## src/sv/tcs_pkg.sv

```systemverilog
package tcs_pkg;

	localparam int COORD_BITS = 24;
	localparam int CS_W = 17;
	localparam int CFG_IDX_W = 3;
	localparam int COS_ONE_SH = 16;

	localparam int STRAY_H_LIMIT = 600 * 256;
	localparam int STRAY_XZ_LIMIT = 3500 * 256;
	localparam int SEABED_H = -384;
	localparam int EXT_W = ((COORD_BITS > 22) ? COORD_BITS : 22) + 1;

	localparam int DW = COORD_BITS + 1;
	localparam int PW = 2 * DW;
	localparam int NW = PW + 1;
	localparam int LO_W = (NW + 1) / 2;
	localparam int HI_W = NW - LO_W;
	localparam int HH_W = 2 * HI_W;
	localparam int HL_W = HI_W + LO_W;
	localparam int LL_W = 2 * LO_W;
	localparam int SQ_W = 2 * NW;
	localparam int L2_W = SQ_W + 2;
	localparam int CH_W = (L2_W + 3) / 4;
	localparam int L2P_W = 4 * CH_W;
	localparam int PT_W = CS_W + CH_W;
	localparam int CMP_W = L2_W + CS_W;

	localparam int Q_DEPTH = 4;
	localparam int Q_AW = $clog2(Q_DEPTH);
	localparam int Q_CW = $clog2(Q_DEPTH + 1);
	localparam int OUT_DEPTH = 16;
	localparam int OUT_AW = $clog2(OUT_DEPTH);
	localparam int OUT_CW = $clog2(OUT_DEPTH + 1);

	typedef logic signed [COORD_BITS-1:0] coord_t;
	typedef logic signed [DW-1:0] diff_t;

	typedef enum logic [1:0] {
		VERDICT_KEPT    = 2'd0,
		VERDICT_OUTSIDE = 2'd1,
		VERDICT_STRAY   = 2'd2,
		VERDICT_SEABED  = 2'd3
	} verdict_t;

	typedef enum logic [CFG_IDX_W-1:0] {
		CFG_TILE_MIN_X   = 3'd0,
		CFG_TILE_MAX_X   = 3'd1,
		CFG_TILE_MIN_H   = 3'd2,
		CFG_TILE_MAX_H   = 3'd3,
		CFG_TILE_MIN_Z   = 3'd4,
		CFG_TILE_MAX_Z   = 3'd5,
		CFG_SLOPE_COS_SQ = 3'd6
	} cfg_reg_t;

	typedef struct packed {
		coord_t min_x;
		coord_t max_x;
		coord_t min_h;
		coord_t max_h;
		coord_t min_z;
		coord_t max_z;
	} tcs_box_t;

	typedef struct packed {
		verdict_t verdict;
		diff_t ux;
		diff_t uy;
		diff_t uz;
		diff_t vx;
		diff_t vy;
		diff_t vz;
	} tcs_item_t;

	typedef struct packed {
		verdict_t verdict;
		logic walkable;
	} tcs_res_t;

endpackage

```

## src/sv/tcs_queue.sv

```systemverilog
module tcs_queue import tcs_pkg::*; (
	input  logic      clk,
	input  logic      arst_n,
	input  logic      push,
	input  tcs_item_t item_in,
	output logic      full,
	input  logic      pop,
	output logic      empty,
	output tcs_item_t item_out
);

	tcs_item_t         mem_q [Q_DEPTH];
	logic [Q_AW-1:0]   wr_q;
	logic [Q_AW-1:0]   rd_q;
	logic [Q_CW-1:0]   cnt_q;

	assign full     = cnt_q == Q_CW'(Q_DEPTH);
	assign empty    = cnt_q == '0;
	assign item_out = mem_q[rd_q];

	always_ff @(posedge clk or negedge arst_n) begin
		if (!arst_n) begin
			wr_q  <= '0;
			rd_q  <= '0;
			cnt_q <= '0;
		end else begin
			if (push) wr_q <= wr_q + 1'b1;
			if (pop) rd_q <= rd_q + 1'b1;
			if (push && !pop) begin
				cnt_q <= cnt_q + 1'b1;
			end else if (pop && !push) begin
				cnt_q <= cnt_q - 1'b1;
			end
		end
	end

	always_ff @(posedge clk) begin
		if (push) begin
			mem_q[wr_q] <= item_in;
		end
	end

endmodule

```

## config.mk

```make
export PLATFORM = sky130hd
export DESIGN_NAME = tcs_queue
export DESIGN_NICKNAME = d
export VERILOG_FILES = /design/src/sv/tcs_pkg.sv /design/src/sv/tcs_queue.sv
export SDC_FILE = /design/constraint.sdc
export NUM_CORES = 1
export LEC_CHECK = 0
export BUFFER_PORTS_ARGS = -buffer_cell sky130_fd_sc_hd__clkbuf_2
export CORE_ASPECT_RATIO = 1.4
export CORE_MARGIN = 2
export CORE_UTILIZATION = 40
export CTS_CLUSTER_DIAMETER = 30
export DETAILED_ROUTE_END_ITERATION = 6
export GPL_TIMING_DRIVEN = 0
export RECOVER_POWER = 100
export SYNTH_ARGS = -nofsm -noshare
export SYNTH_HDL_FRONTEND = slang
export SYNTH_SLANG_ARGS = --single-unit
```

## constraint.sdc

```tcl
create_clock -name clk -period 7.55 [get_ports clk]
set_input_delay 0.755 -clock clk [delete_from_list [all_inputs] [get_ports clk]]
set_output_delay 0.755 -clock clk [all_outputs]
set_load 0.02 [all_outputs]
```

Word-level counts from Yosys, hierarchy flattened
Memories as Yosys holds them, arrays and structs flattened.
Cells that the tools add are included.
{"block": "op_classes", "addsub": 4, "n_eq_ne": 1, "muxes": 4, "n_reduce_logical": 6}
{"operator": "two-way mux 3 bit", "count": 2}
{"operator": "adder 2 x 1 -> 2 bit, second input constant", "count": 2}
{"operator": "adder 3 x 1 -> 3 bit, second input constant", "count": 1}
{"operator": "equality test 3 bit, second input constant", "count": 1}
{"operator": "zero test 3 bit", "count": 1}
{"operator": "subtractor 3 x 1 -> 3 bit, second input constant", "count": 1}
{"operator": "logical AND 1 bit", "count": 2}
{"operator": "zero test 1 bit", "count": 2}
{"operator": "two-way mux 1 bit", "count": 2}
{"operator": "nonzero test 2 bit", "count": 1}
{"block": "totals", "reg_bits": 7, "ram_bits": 608, "inputBits": 156, "output_inout_bits": 154, "wordCells": 19, "mem_count": 1}
{"memory": "mem_q", "depth": 4, "word_bits": 152, "read_ports": 1, "rd_clocked_by_memory_dff": 0, "write_ports": 1, "line_no": "tcs_queue.sv:12", "rtl": "tcs_item_t mem_q [Q_DEPTH];"}

Depth between registers and ports, before layout
{"block": "depth", "ltp_word": 4, "ltp_mapped": 7, "depth_no_buf": 7}

Least setup slack after synthesis
No wires, ideal clock.
{"block": "synth_timing", "path_type": "input -> register", "startpoint": "in push", "endpoint": "mem mem_q[1][0] in the netlist's numbering (enable)", "setup_time_ns": 0.529, "arrival_time_ns": 4.223, "t_required_ns": 7.021, "path_slack_ns": 2.798, "stages": 1, "n_path_buf": 0, "cell_sequence": "and2_1"}
{"block": "synth_between", "elab_chain_cells": 2}
{"item": "from (decl)", "line_no": "tcs_queue.sv:4", "rtl": "input logic push,"}
{"item": "two-way mux 1 bit", "line_no": "tcs_queue.sv:38", "rtl": "if (push) begin"}
{"item": "two-way mux 1 bit (not written as such)", "line_no": "tcs_queue.sv:39", "rtl": "mem_q[wr_q] <= item_in;"}
{"item": "to (decl)", "line_no": "tcs_queue.sv:12"}
Every way passes these cells.

Worst setup path after layout
{"block": "layout_timing", "startpoint": "reg wr_q[0]", "endpoint": "mem mem_q[3][105] in the netlist's numbering (enable)"}
{"item": "from (decl)", "line_no": "tcs_queue.sv:13", "rtl": "logic [Q_AW-1:0] wr_q;"}
{"item": "from (signal assigned)", "line_no": "tcs_queue.sv:27", "rtl": "if (push) wr_q <= wr_q + 1'b1;"}
Straight into the memory's write port.

==> key figures <==
Clock network
  • Clock Latency Late Sink: 0.61 ns
  • H-tree depth: 3
  • CTS Buf Count: 95
  • Reg clk slew, reported paths: 0.05 ns
  • CTS tree: yes
  • # Post-CTS Setup Buffers: 0
  • Hold-fix buffers, CTS: 1
  • Clk sinks: 615
  • Cts repair resizes: 0
  • CTS Buffer Depth: 3
  • Root buf cell: clkbuf_16

Worst setup path
  • CP Buf/Inv Count: 1
  • CP max FO: 51
  • Cell Chain, Critical Path: ha_1, and2_0, clkbuf_1
  • Worst path arrival time: 4.99 ns
  • Crit. Startpoint: wr_q[0]
  • Critical path class: flip-flop to flip-flop
  • CP Launch Type: flip-flop
  • CP Capture Type: flip-flop
  • R2R Path Start: wr_q[0]
  • Worst path slowest cell: clkbuf_1
  • Family with the most delay on the worst path: buffers and inverters
  • Worst Path Required: 7.71 ns
  • Worst path max stage delay: 2.42 ns

Global routing
  • Vias in the first global route: 11300
  • Total GRT Usage: 0.163
  • Initial antenna violation count: 2
  • First-pass GRT wire length: 69500 um
  • Grt total ovfl: 0
  • Largest net degree at the start of global routing: 54

Power
  • Static Leak: 8.90 nW
  • Worst vdd ir: 0.262 mV
  • PwrDens: 448 mW/mm^2

Finish
  • Share of layout cells above drive strength 1: 0.256
  • Post-route cell area: 0.0278 sq mm
  • FF/Latch Area: 0.0184 sq mm
  • Fill count: 4581
  • Final #Nets: 1408
  • Layout area overhead: 24.8%
  • Area of the multi-input gates: 0.00362 sq mm

Die
  • CORE AREA: 0.0553 sq mm
  • Die Y-Extent: 283 um
  • Number of I/O pins: 310
  • Rows: 102
  • Die area: 0.0576 sq mm
  • Initial Util: 0.403
  • Die Span X: 203 um

Detailed routing
  • DR WL/cell: 22.2 um
  • DRT Wirelength: 45700 um
  • Routed Antenna Nets: 0
  • DRC Markers: 0
  • Number of vias per cell: 4.97
  • Detailed router's first-iteration violation count: 489
  • Vias: 10200
  • Drt first pass iters: 6

Timing
  • Final Setup Violations: 0
  • Max_slew headroom: -1.79
  • Fmax: 207 MHz
  • Tightest Pin Transition: 4.19 ns
  • Worst Slack Setup Final: 2.72 ns
  • Minimum clock period: 4.83 ns
  • Clk_skew: 0.0191 ns
  • Final-report max-slew violation count: 404
  • Hold Violations, Final: 0
  • RSZ-0062 raised after global routing: no
  • Final hold slack: 0.362 ns
  • Fin crit share: 0.640

Placed design
  • Dpl ws: 4.64 ns
  • Detailed Place HPWL: 28900 um
  • Port bufs: 309
  • Post-DP Area: 0.0250 sq mm
  • Gpl congestion: 0.707

Synth
  • Fraction of registers with async set/reset: 0.0114
  • Synth area leaders: edfxtp_1 (82%), mux4_2 (15%), dfrtp_1 (0.79%)
  • Avg Cell Area, Syn: 26.9 sq um
  • Synth Register Bits: 615
  • Cells after synthesis: 828
  • Synth Cell Area: 0.0223 sq mm
  • Area leader, netlist: edfxtp_1
  • Seq/Total Area, Yosys: 0.827
  • Synth Flop Type: edfxtp_1
  • EDFF count, synth: 608
  • Synth warn: 0
  • Top cell type's share of synthesized area: 0.819
  • Top cells by count, synth: edfxtp_1 (608), mux4_2 (152), buf_2 (18), buf_6 (8), dfrtp_1 (7)
  • Syn nets: 990
  • Yosys cell types: 20
  • Count leader, synth: edfxtp_1

Run status
  • Violated checks: max-capacitance violations, max-slew violations
  • Status: complete, but fails checks

Worst hold path
  • Hold Startpoint: pop
  • Worst hold path class: input pin to flip-flop

Flow run
  • Max Cap Viol: 10
==> registers in the layout, summed over array words and instances, names as in the netlist <==
register  flops
cnt_q         3
mem_q       608
wr_q          2
rd_q          2
==> layout by cell type, fill, tap and decap left out, types with 2 or more instances in the layout <==
master and count:
dfrtp_1 7, inv_1 4, edfxtp_1 608, inv_6 9, ha_1 5, clkinv_4 8, and2_0 4, inv_16 3
xor2_1 4, mux4_2 152, nand2_1 2, clkbuf_1 333, clkinvlp_4 10, buf_1 2, clkbuf_16 96, clkinv_2 12
clkbuf_2 16, buf_16 4, buf_2 10, xnor2_1 2, clkinv_1 10, bufinv_16 17
==> worst paths after layout <==
| path | slack, ns | cells after the start | endpoint |
|---|---|---|---|
| max in group asynchronous | 6.65 | 2 | cnt_q[1] |
| worst min-delay path | 0.36 | 2 | rd_q[0] |
| worst max-delay path | 2.72 | 3 | mem_q[3][105] |
| worst min register to register | 0.50 | 1 | cnt_q[2] |
| min in group asynchronous | 0.59 | 2 | cnt_q[0] |
| worst max register to register | 2.72 | 3 | mem_q[3][105] |
==> cell families (layout without fill, tap and decap cells) <==
logic type | Yosys count | after routing | share of synthesized area
flip-flops | 615 | 615 | 0.827
AND/OR/NAND/NOR | 9 | 9 | 0.00219
other | 0 | 1 | 0
AO/OA/AOI/OAI | 1 | 1 | 0.000224
XOR/XNOR | 6 | 6 | 0.00236
multiplexers | 153 | 153 | 0.154
adder cells (fa/ha/maj) | 6 | 6 | 0.00371
buffers and inverters | 38 | 537 | 0.0103
==> report_power, final <==
part	internal, W	total (W)	switching [W]
registers	0.00450	0.00463	0.000124
clock network	0.00294	0.00449	0.00155
logic	0.00118	0.00335	0.00217
==> worst register-to-register path: stages (launching register included) <==
cell and delay, ns:
dfrtp_1 0.41, ha_1 0.17, and2_0 1.28, clkbuf_1 2.43
==> per-stage QoR <==
stage                util  total power (W)  TNS [ns]  instances
floorplan               -          0.00708         0        828
global placement    0.448          0.00843   -363.71       1865
detailed placement  0.453          0.00835         0       1876
CTS                 0.514           0.0129         0       2055
global route        0.503           0.0130         0       2056
finish              0.503           0.0125         0       2056
==> layer usage <==
metal | share of wire | track usage | wire, um
met2 | 0.53 | 0.283 | 24300
met3 | 0.066 | 0.0449 | 3010
met5 | 0.00033 | 0 | 15
met1 | 0.37 | 0.189 | 17100
met4 | 0.027 | 0.0692 | 1230
==> final cells by class <==
cell class | instances | area share
multi-input combinational | 175 | 0.130
inverter | 4 | 0.000540
antenna | 1 | 0.0000900
buffer | 34 | 0.00504
timing repair buffer | 321 | 0.0477
tap | 728 | 0.0327
clock buffer | 107 | 0.0879
clock inverter | 71 | 0.0331
sequential | 615 | 0.663
(Power assumes the default switching activity.)
