==> src/sv/tcs_pkg.sv <==
package tcs_pkg;

	localparam int COORD_BITS = 24;
	localparam int CS_W = 17;
	localparam int CFG_IDX_W = 3;
	localparam int COS_ONE_SH = 16;

	localparam int STRAY_H_LIMIT = 600 * 256;
	localparam int STRAY_XZ_LIMIT = 3500 * 256;
	localparam int SEABED_H = -384;
	localparam int EXT_W = ((COORD_BITS > 22) ? COORD_BITS : 22) + 1;

	localparam int DW = COORD_BITS + 1;
	localparam int PW = 2 * DW;
	localparam int NW = PW + 1;
	localparam int LO_W = (NW + 1) / 2;
	localparam int HI_W = NW - LO_W;
	localparam int HH_W = 2 * HI_W;
	localparam int HL_W = HI_W + LO_W;
	localparam int LL_W = 2 * LO_W;
	localparam int SQ_W = 2 * NW;
	localparam int L2_W = SQ_W + 2;
	localparam int CH_W = (L2_W + 3) / 4;
	localparam int L2P_W = 4 * CH_W;
	localparam int PT_W = CS_W + CH_W;
	localparam int CMP_W = L2_W + CS_W;

	localparam int Q_DEPTH = 4;
	localparam int Q_AW = $clog2(Q_DEPTH);
	localparam int Q_CW = $clog2(Q_DEPTH + 1);
	localparam int OUT_DEPTH = 16;
	localparam int OUT_AW = $clog2(OUT_DEPTH);
	localparam int OUT_CW = $clog2(OUT_DEPTH + 1);

	typedef logic signed [COORD_BITS-1:0] coord_t;
	typedef logic signed [DW-1:0] diff_t;

	typedef enum logic [1:0] {
		VERDICT_KEPT    = 2'd0,
		VERDICT_OUTSIDE = 2'd1,
		VERDICT_STRAY   = 2'd2,
		VERDICT_SEABED  = 2'd3
	} verdict_t;

	typedef enum logic [CFG_IDX_W-1:0] {
		CFG_TILE_MIN_X   = 3'd0,
		CFG_TILE_MAX_X   = 3'd1,
		CFG_TILE_MIN_H   = 3'd2,
		CFG_TILE_MAX_H   = 3'd3,
		CFG_TILE_MIN_Z   = 3'd4,
		CFG_TILE_MAX_Z   = 3'd5,
		CFG_SLOPE_COS_SQ = 3'd6
	} cfg_reg_t;

	typedef struct packed {
		coord_t min_x;
		coord_t max_x;
		coord_t min_h;
		coord_t max_h;
		coord_t min_z;
		coord_t max_z;
	} tcs_box_t;

	typedef struct packed {
		verdict_t verdict;
		diff_t ux;
		diff_t uy;
		diff_t uz;
		diff_t vx;
		diff_t vy;
		diff_t vz;
	} tcs_item_t;

	typedef struct packed {
		verdict_t verdict;
		logic walkable;
	} tcs_res_t;

endpackage

==> src/sv/tcs_front.sv <==
module tcs_front import tcs_pkg::*; (
	input  logic      clk,
	input  logic      arst_n,
	input  tcs_box_t  box,
	input  logic      push,
	output logic      full,
	input  coord_t    a_x,
	input  coord_t    a_h,
	input  coord_t    a_z,
	input  coord_t    b_x,
	input  coord_t    b_h,
	input  coord_t    b_z,
	input  coord_t    c_x,
	input  coord_t    c_h,
	input  coord_t    c_z,
	input  logic      q_full,
	output logic      q_push,
	output tcs_item_t q_item
);

	localparam logic signed [EXT_W-1:0] H_LIM = EXT_W'(STRAY_H_LIMIT);
	localparam logic signed [EXT_W-1:0] XZ_LIM = EXT_W'(STRAY_XZ_LIMIT);
	localparam logic signed [EXT_W-1:0] XZ_LIM_N = EXT_W'(-STRAY_XZ_LIMIT);
	localparam logic signed [EXT_W-1:0] SEA_LIM = EXT_W'(SEABED_H);

	function automatic coord_t min3(coord_t p, coord_t q, coord_t r);
		coord_t m;
		m = p;
		if (q < m) m = q;
		if (r < m) m = r;
		return m;
	endfunction

	function automatic coord_t max3(coord_t p, coord_t q, coord_t r);
		coord_t m;
		m = p;
		if (q > m) m = q;
		if (r > m) m = r;
		return m;
	endfunction

	function automatic logic far_xz(coord_t c);
		logic signed [EXT_W-1:0] e;
		e = EXT_W'(c);
		return (e > XZ_LIM) || (e < XZ_LIM_N);
	endfunction

	function automatic logic high_h(coord_t c);
		logic signed [EXT_W-1:0] e;
		e = EXT_W'(c);
		return e > H_LIM;
	endfunction

	function automatic logic low_h(coord_t c);
		logic signed [EXT_W-1:0] e;
		e = EXT_W'(c);
		return e < SEA_LIM;
	endfunction

	logic      outside;
	logic      stray;
	logic      seabed;
	logic      accept;
	tcs_item_t item_d;
	tcs_item_t item_s1;
	logic      vld_s1;

	always_comb begin
		outside = (max3(a_x, b_x, c_x) < box.min_x) || (min3(a_x, b_x, c_x) > box.max_x) ||
			(max3(a_h, b_h, c_h) < box.min_h) || (min3(a_h, b_h, c_h) > box.max_h) ||
			(max3(a_z, b_z, c_z) < box.min_z) || (min3(a_z, b_z, c_z) > box.max_z);
		stray = high_h(a_h) || high_h(b_h) || high_h(c_h) ||
			far_xz(a_x) || far_xz(b_x) || far_xz(c_x) ||
			far_xz(a_z) || far_xz(b_z) || far_xz(c_z);
		seabed = low_h(a_h) && low_h(b_h) && low_h(c_h);
		if (outside) begin
			item_d.verdict = VERDICT_OUTSIDE;
		end else if (stray) begin
			item_d.verdict = VERDICT_STRAY;
		end else if (seabed) begin
			item_d.verdict = VERDICT_SEABED;
		end else begin
			item_d.verdict = VERDICT_KEPT;
		end
		item_d.ux = DW'(b_x) - DW'(a_x);
		item_d.uy = DW'(b_h) - DW'(a_h);
		item_d.uz = DW'(b_z) - DW'(a_z);
		item_d.vx = DW'(c_x) - DW'(a_x);
		item_d.vy = DW'(c_h) - DW'(a_h);
		item_d.vz = DW'(c_z) - DW'(a_z);
	end

	assign full   = vld_s1 && q_full;
	assign accept = push && !full;
	assign q_push = vld_s1 && !q_full;
	assign q_item = item_s1;

	always_ff @(posedge clk or negedge arst_n) begin
		if (!arst_n) begin
			vld_s1 <= 1'b0;
		end else begin
			vld_s1 <= accept || (vld_s1 && q_full);
		end
	end

	always_ff @(posedge clk) begin
		if (accept) begin
			item_s1 <= item_d;
		end
	end

endmodule

==> config.mk <==
export PLATFORM = sky130hd
export DESIGN_NAME = tcs_front
export DESIGN_NICKNAME = d
export VERILOG_FILES = /design/src/sv/tcs_pkg.sv /design/src/sv/tcs_front.sv
export SDC_FILE = /design/constraint.sdc
export NUM_CORES = 1
export LEC_CHECK = 0
export ABC_AREA = 1
export BUFFER_PORTS_ARGS = -buffer_cell sky130_fd_sc_hd__buf_2
export CORE_ASPECT_RATIO = 1.25
export CORE_MARGIN = 1.5
export CORE_UTILIZATION = 51
export CTS_CLUSTER_DIAMETER = 50
export DETAILED_ROUTE_END_ITERATION = 16
export PLACE_DENSITY = 0.76
export SLEW_MARGIN = 25
export SYNTH_ARGS = -nofsm -noshare
export SYNTH_HDL_FRONTEND = slang
export SYNTH_SLANG_ARGS = --single-unit
==> constraint.sdc <==
create_clock -name clk -period 7.05 [get_ports clk]
set_input_delay 0.3525 -clock clk [delete_from_list [all_inputs] [get_ports clk]]
set_output_delay 0.3525 -clock clk [all_outputs]
set_load 0.05 [all_outputs]
Word level (Yosys, flattened, before mapping)
Cells that the tools add are included.

Flip-flop bits (word level): 153. Input port bits: 364. Output and inout bits: 154.

Add/sub/neg operators: 6. Magnitude comparators: 36. Muxes and demuxes: 14. Reduce and logical (&&, ||, !) cells: 27.

Operators by type and width (count): $mux 24 (12); $gt 24x24->1 (9); $lt 24x24->1 (9); $sub 24x24->25 (6); $gt 24x21->1 const B (6); $lt 24x21->1 const B (6); $gt 24x19->1 const B (3); $lt 24x10->1 const B (3); $logic_or 1x1->1 (20); $logic_and 1x1->1 (5); $mux 2 (2); $logic_not 1->1 (2).

Longest topological paths before layout
Word-level depth: 10. Depth in mapped cells: 46. Mapped depth without buffers: 44.

Worst setup path before layout
No wires, ideal clock.

Path kind: flip-flop to flip-flop. Start point: reg vld_s1. End point: reg item_s1, in the netlist q_item[0], enable pin. Setup time: 0.666 ns. Arrival time: 7.039 ns. Setup slack: -0.655 ns. Stages on the path, launching flop included: 4. Path buffers: 0. Period minus slack after synthesis: 7.705 ns. Cell sequence: dfrtp_1 -> nand2_1 -> inv_1 -> nor2_1.

Cells in the longest elaborated chain, start to end: 3.

Ends and longest elaborated chain: start: declaration (line tcs_front.sv:66) `logic vld_s1;`; start signal: assignment (line tcs_front.sv:102) `vld_s1 <= accept || (vld_s1 && q_full);`; $logic_and 1x1->1 (line tcs_front.sv:93) `assign full = vld_s1 && q_full;`; via full (line tcs_front.sv:6) `output logic full,`; $logic_not 1->1 (line tcs_front.sv:94) `assign accept = push && !full;`; $logic_and 1x1->1 (line tcs_front.sv:94); via accept (line tcs_front.sv:63) `logic accept;`; end signal: assignment (line tcs_front.sv:108) `item_s1 <= item_d;`; end: declaration (line tcs_front.sv:65) `tcs_item_t item_s1;`.

The timed path passes the listed nets, and every way through them passes these cells. A chain may end at the register's enable or synchronous reset.

Worst setup path in the final report
Start point: in a_x[8]. End point: reg item_s1, in the netlist q_item[150] (data pin).

Cells in the longest elaborated chain, start to end: 10. Elaborated cells on any way between the ends: 25.

Ends and longest elaborated chain: start: declaration (line tcs_front.sv:7) `input coord_t a_x,`; $gt 24x24->1 / $lt 24x24->1 (equally long branches) (line tcs_front.sv:37, tcs_front.sv:29); $mux 24 (on tied branches) (line tcs_front.sv:37, tcs_front.sv:29); $gt 24x24->1 / $lt 24x24->1 (equally long branches) (line tcs_front.sv:38, tcs_front.sv:30); $mux 24 (on tied branches) (line tcs_front.sv:38, tcs_front.sv:30); $lt 24x24->1 / $gt 24x24->1 (equally long branches) (line tcs_front.sv:69) `outside = (max3(a_x, b_x, c_x) < box.min_x) || (min3(a_x, b_x, c_x) > box.max_x) ||`; $logic_or 1x1->1 (2 in a row) (line tcs_front.sv:69); $logic_or 1x1->1 (2 in a row) (line tcs_front.sv:70) `(max3(a_h, b_h, c_h) < box.min_h) || (min3(a_h, b_h, c_h) > box.max_h) ||`; $logic_or 1x1->1 (line tcs_front.sv:71) `(max3(a_z, b_z, c_z) < box.min_z) || (min3(a_z, b_z, c_z) > box.max_z);`.

Parallel ways exist; a longest one is shown, timed or not.

==> impl_metrics.csv <==
group,metric,value,unit
critical_path,worst-path-max-fanout,32,
clocking,cts.path.max_buffers,2,
grt,grt_usage,35.5,%
floorplanning,row_count,86,
logic_synthesis,yosysSeqAreaShare,20.0,%
clocking,cts_buffers,17,
power,power_switching,2600,uW
logic_synthesis,synth_edf_count,152,
timing,hold_violations,0,
grt,grt_pass1_vias,23100,
clocking,post_cts_buffers,0,
floorplanning,fp.dieH,240,um
cells_and_area,fin_nets,4593,
logic_synthesis,yosys.area.top_type_share,23.3,%
timing,max_slew_margin,36.0,%
timing,period_share,91.3,%
detailed_routing,wl,83700,um
placement,finalWeightedCongestion,1.04,
min_path,holdCritPathClass,"in2reg",
logic_synthesis,synth_ff_type,"edfxtp_1",
clocking,cts_sinks,153,
logic_synthesis,netlist_top_cells_area,"ha_1 (23%), edfxtp_1 (20%), nand2_1 (13%)",
grt,grt_util_met2,60.2,%
power,pwr-share-seq,22.5,%
logic_synthesis,ys_warn_count,0,
logic_synthesis,syn_area,22900,sq um
timing,tightest_slew,0.957,ns
critical_path,end_kind,"flop",
critical_path,path_class,"in2reg",
timing,setup_viol,0,
floorplanning,die_w,193,um
timing,rsz0062_at_grt,"false",
placement,port_buffers,517,
clocking,cts.clk_slew.worst_paths,0.08,ns
floorplanning,die-area,46200,sq um
run_status,outcome,"finished clean",
detailed_routing,ant_nets,0,
logic_synthesis,synth_area_per_cell,7.00,sq um
critical_path,cpPeakStageDelay,0.45,ns
power,ir_worst_vdd,0.185,mV
critical_path,cpLargestDelayFamily,"simple AND/OR/NAND/NOR gates",
power,clkPwrFrac,16.9,%
timing,clock_skew,0.0105,ns
logic_synthesis,netlist_top_cells_count,"nand2_1 (767), inv_1 (505), ha_1 (427), o21ai_0 (310), a21oi_1 (265)",
clocking,h-tree-depth,4,
clocking,root_buffer,"clkbuf_16",
power,p_total,5320,uW
floorplanning,start_util,51.8,%
timing,finalWorstPathRequiredPeriod,6.44,ns
critical_path,worst-path-buf-inv,7,
power,p_leak,0.0143,uW
grt,met1_usage,41.2,%
grt,grt.overflow.total,0,
cells_and_area,drive_gt1_share,16.9,%
critical_path,cp_slowest_cell,"ha_1",
detailed_routing,vias_per_cell,5.65,
cells_and_area,syn_to_final_growth,17.5,%
power,internal-power,2710,uW
run,maxCapViolations,0,
logic_synthesis,synth-async-reset-ratio,0.654,%
detailed_routing,vias,24900,
critical_path,cp.arrival,6.64,ns
clocking,worstSkewPairLatency,0.45,ns
logic_synthesis,synthCells,3276,
power,combPwrFrac,60.6,%
detailed_routing,wire_per_inst,19.0,um
grt,grt_pass1_wl,124000,um
floorplanning,pin_count,518,
logic_synthesis,synth.most_common_cell,"nand2_1",
grt,top_usage_layer,"met2",
detailed_routing,drt_iter0_markers,1742,
logic_synthesis,synth_seq_cells,153,
grt,grtUsageMet3,5.36,%
grt,grt_max_degree,74,
detailed_routing,drt_first_pass_iters,5,
critical_path,cpMostUsedCell,"nand2_1",
logic_synthesis,synth_nets,4073,
critical_path,crit_required,7.25,ns
timing,max_freq,0.155,GHz
logic_synthesis,yosysTopAreaCell,"ha_1",
placement,dp_hpwl,71300,um
timing,drv_slew,0,
critical_path,start_kind,"input pin",
logic_synthesis,synth_cell_types,55,
grt,antenna_found_initial,30,
power,p_per_area,197,nW/um^2
power,switching_share,49.0,%
timing,finalSetupTns,0,ns
clocking,cts_tree,"yes",
detailed_routing,drc,0,
floorplanning,coreArea,44200,sq um
## state kept, by name, summed over array words and instances (netlist names)
register  count
q_item      152
vld_s1        1
## timing repair
| item | CTS | global route |
|---|---|---|
| endpoints found under the hold margin | 1 | 0 |
| hold buffers | 1 | 0 |
| gates resized for setup | 0 | 1 |
| endpoints found under the setup margin | 0 | 2 |
## cells by family after synthesis
logic type      share of synthesized area, %
fa+ha+maj                               23.8
buf+inv                                 9.67
flops                                   20.0
xor+xnor                                5.31
simple gates                            22.6
compound gates                          18.6
## stage by stage
| step | cell area (sq um) | setup WS (ns) | util, % | hold slack, ns | cells |
|---|---|---|---|---|---|
| after floorplan | 22900 | 1.42 | - | 0.0569 | 3276 |
| after global placement | 26300 | 0.169 | 59.5 | 0.130 | 4348 |
| after detailed placement | 26300 | 0.175 | 59.5 | 0.129 | 4348 |
| after CTS | 26900 | 0.655 | 60.8 | 0.111 | 4381 |
| after global routing | 26900 | 0.0943 | 60.9 | 0.133 | 4399 |
| final | 26900 | 0.612 | 60.9 | 0.131 | 4406 |
## final cells by class
cell class	count	area (sq um)
inverters	509	1910
multi-input cells	2554	16100
flip-flops and latches	153	4590
clock inverters	14	131
diodes	25	62.6
fillers	4344	17300
well taps	572	716
repair buffers	561	2970
clock buffers	18	429
## power groups by stage
stage	Clock, uW	Sequential, uW	Combinational [uW]
final	900	1200	3220
after global routing	945	1200	3600
after CTS	919	1200	3180
after detailed placement	0	1210	3160
after global placement	0	1210	3130
after floorplan	0	1560	1940
## tightest hold or removal path, stage by stage
cell and delay, ns:
buf_2 0.08, inv_1 0.06, nand2_1 0.07
## final timing paths
kind / start / endpoint / slack, ns / cells after the start
max in group asynchronous: arst_n / vld_s1$_DFF_PN0_ / 6.77 / 2
worst min register to register: vld_s1$_DFF_PN0_ / vld_s1$_DFF_PN0_ / 0.51 / 2
worst max register to register: vld_s1$_DFF_PN0_ / q_item[63]$_DFFE_PP_ / 4.62 / 4
min in group asynchronous: arst_n / vld_s1$_DFF_PN0_ / 0.19 / 2
worst max-delay path: a_x[8] / q_item[150]$_SDFFCE_PP1P_ / 0.61 / 38
worst min-delay path: push / vld_s1$_DFF_PN0_ / 0.13 / 3
## placed cells by master (no fill, tap or decap), types with 14 or more instances in the layout
master | netlist | final
inv_1 | 505 | 505
nor2_1 | 162 | 161
a21o_1 | 17 | 17
a211oi_1 | 19 | 19
nand4_1 | 57 | 57
o21ai_1 | 17 | 17
nand3_1 | 133 | 133
nor4_1 | 40 | 39
buf_4 | 5 | 39
buf_2 | 4 | 517
edfxtp_1 | 152 | 152
ha_1 | 427 | 427
o21ai_0 | 310 | 310
diode_2 | 0 | 25
xnor2_1 | 49 | 49
o21ai_2 | 28 | 28
nor3_1 | 31 | 31
a21oi_1 | 265 | 265
nand2_1 | 767 | 766
o21bai_1 | 14 | 14
xor2_1 | 90 | 90
a31oi_1 | 19 | 19
clkbuf_16 | 0 | 17
## layer usage
metal  vias to the layer above  wire length, um
met3                       256             6630
met2                      1148            39300
met4                        10             5460
met1                     11200            32200
met5                         -               64
li1                      12300                -
(Power assumes the default switching activity.)
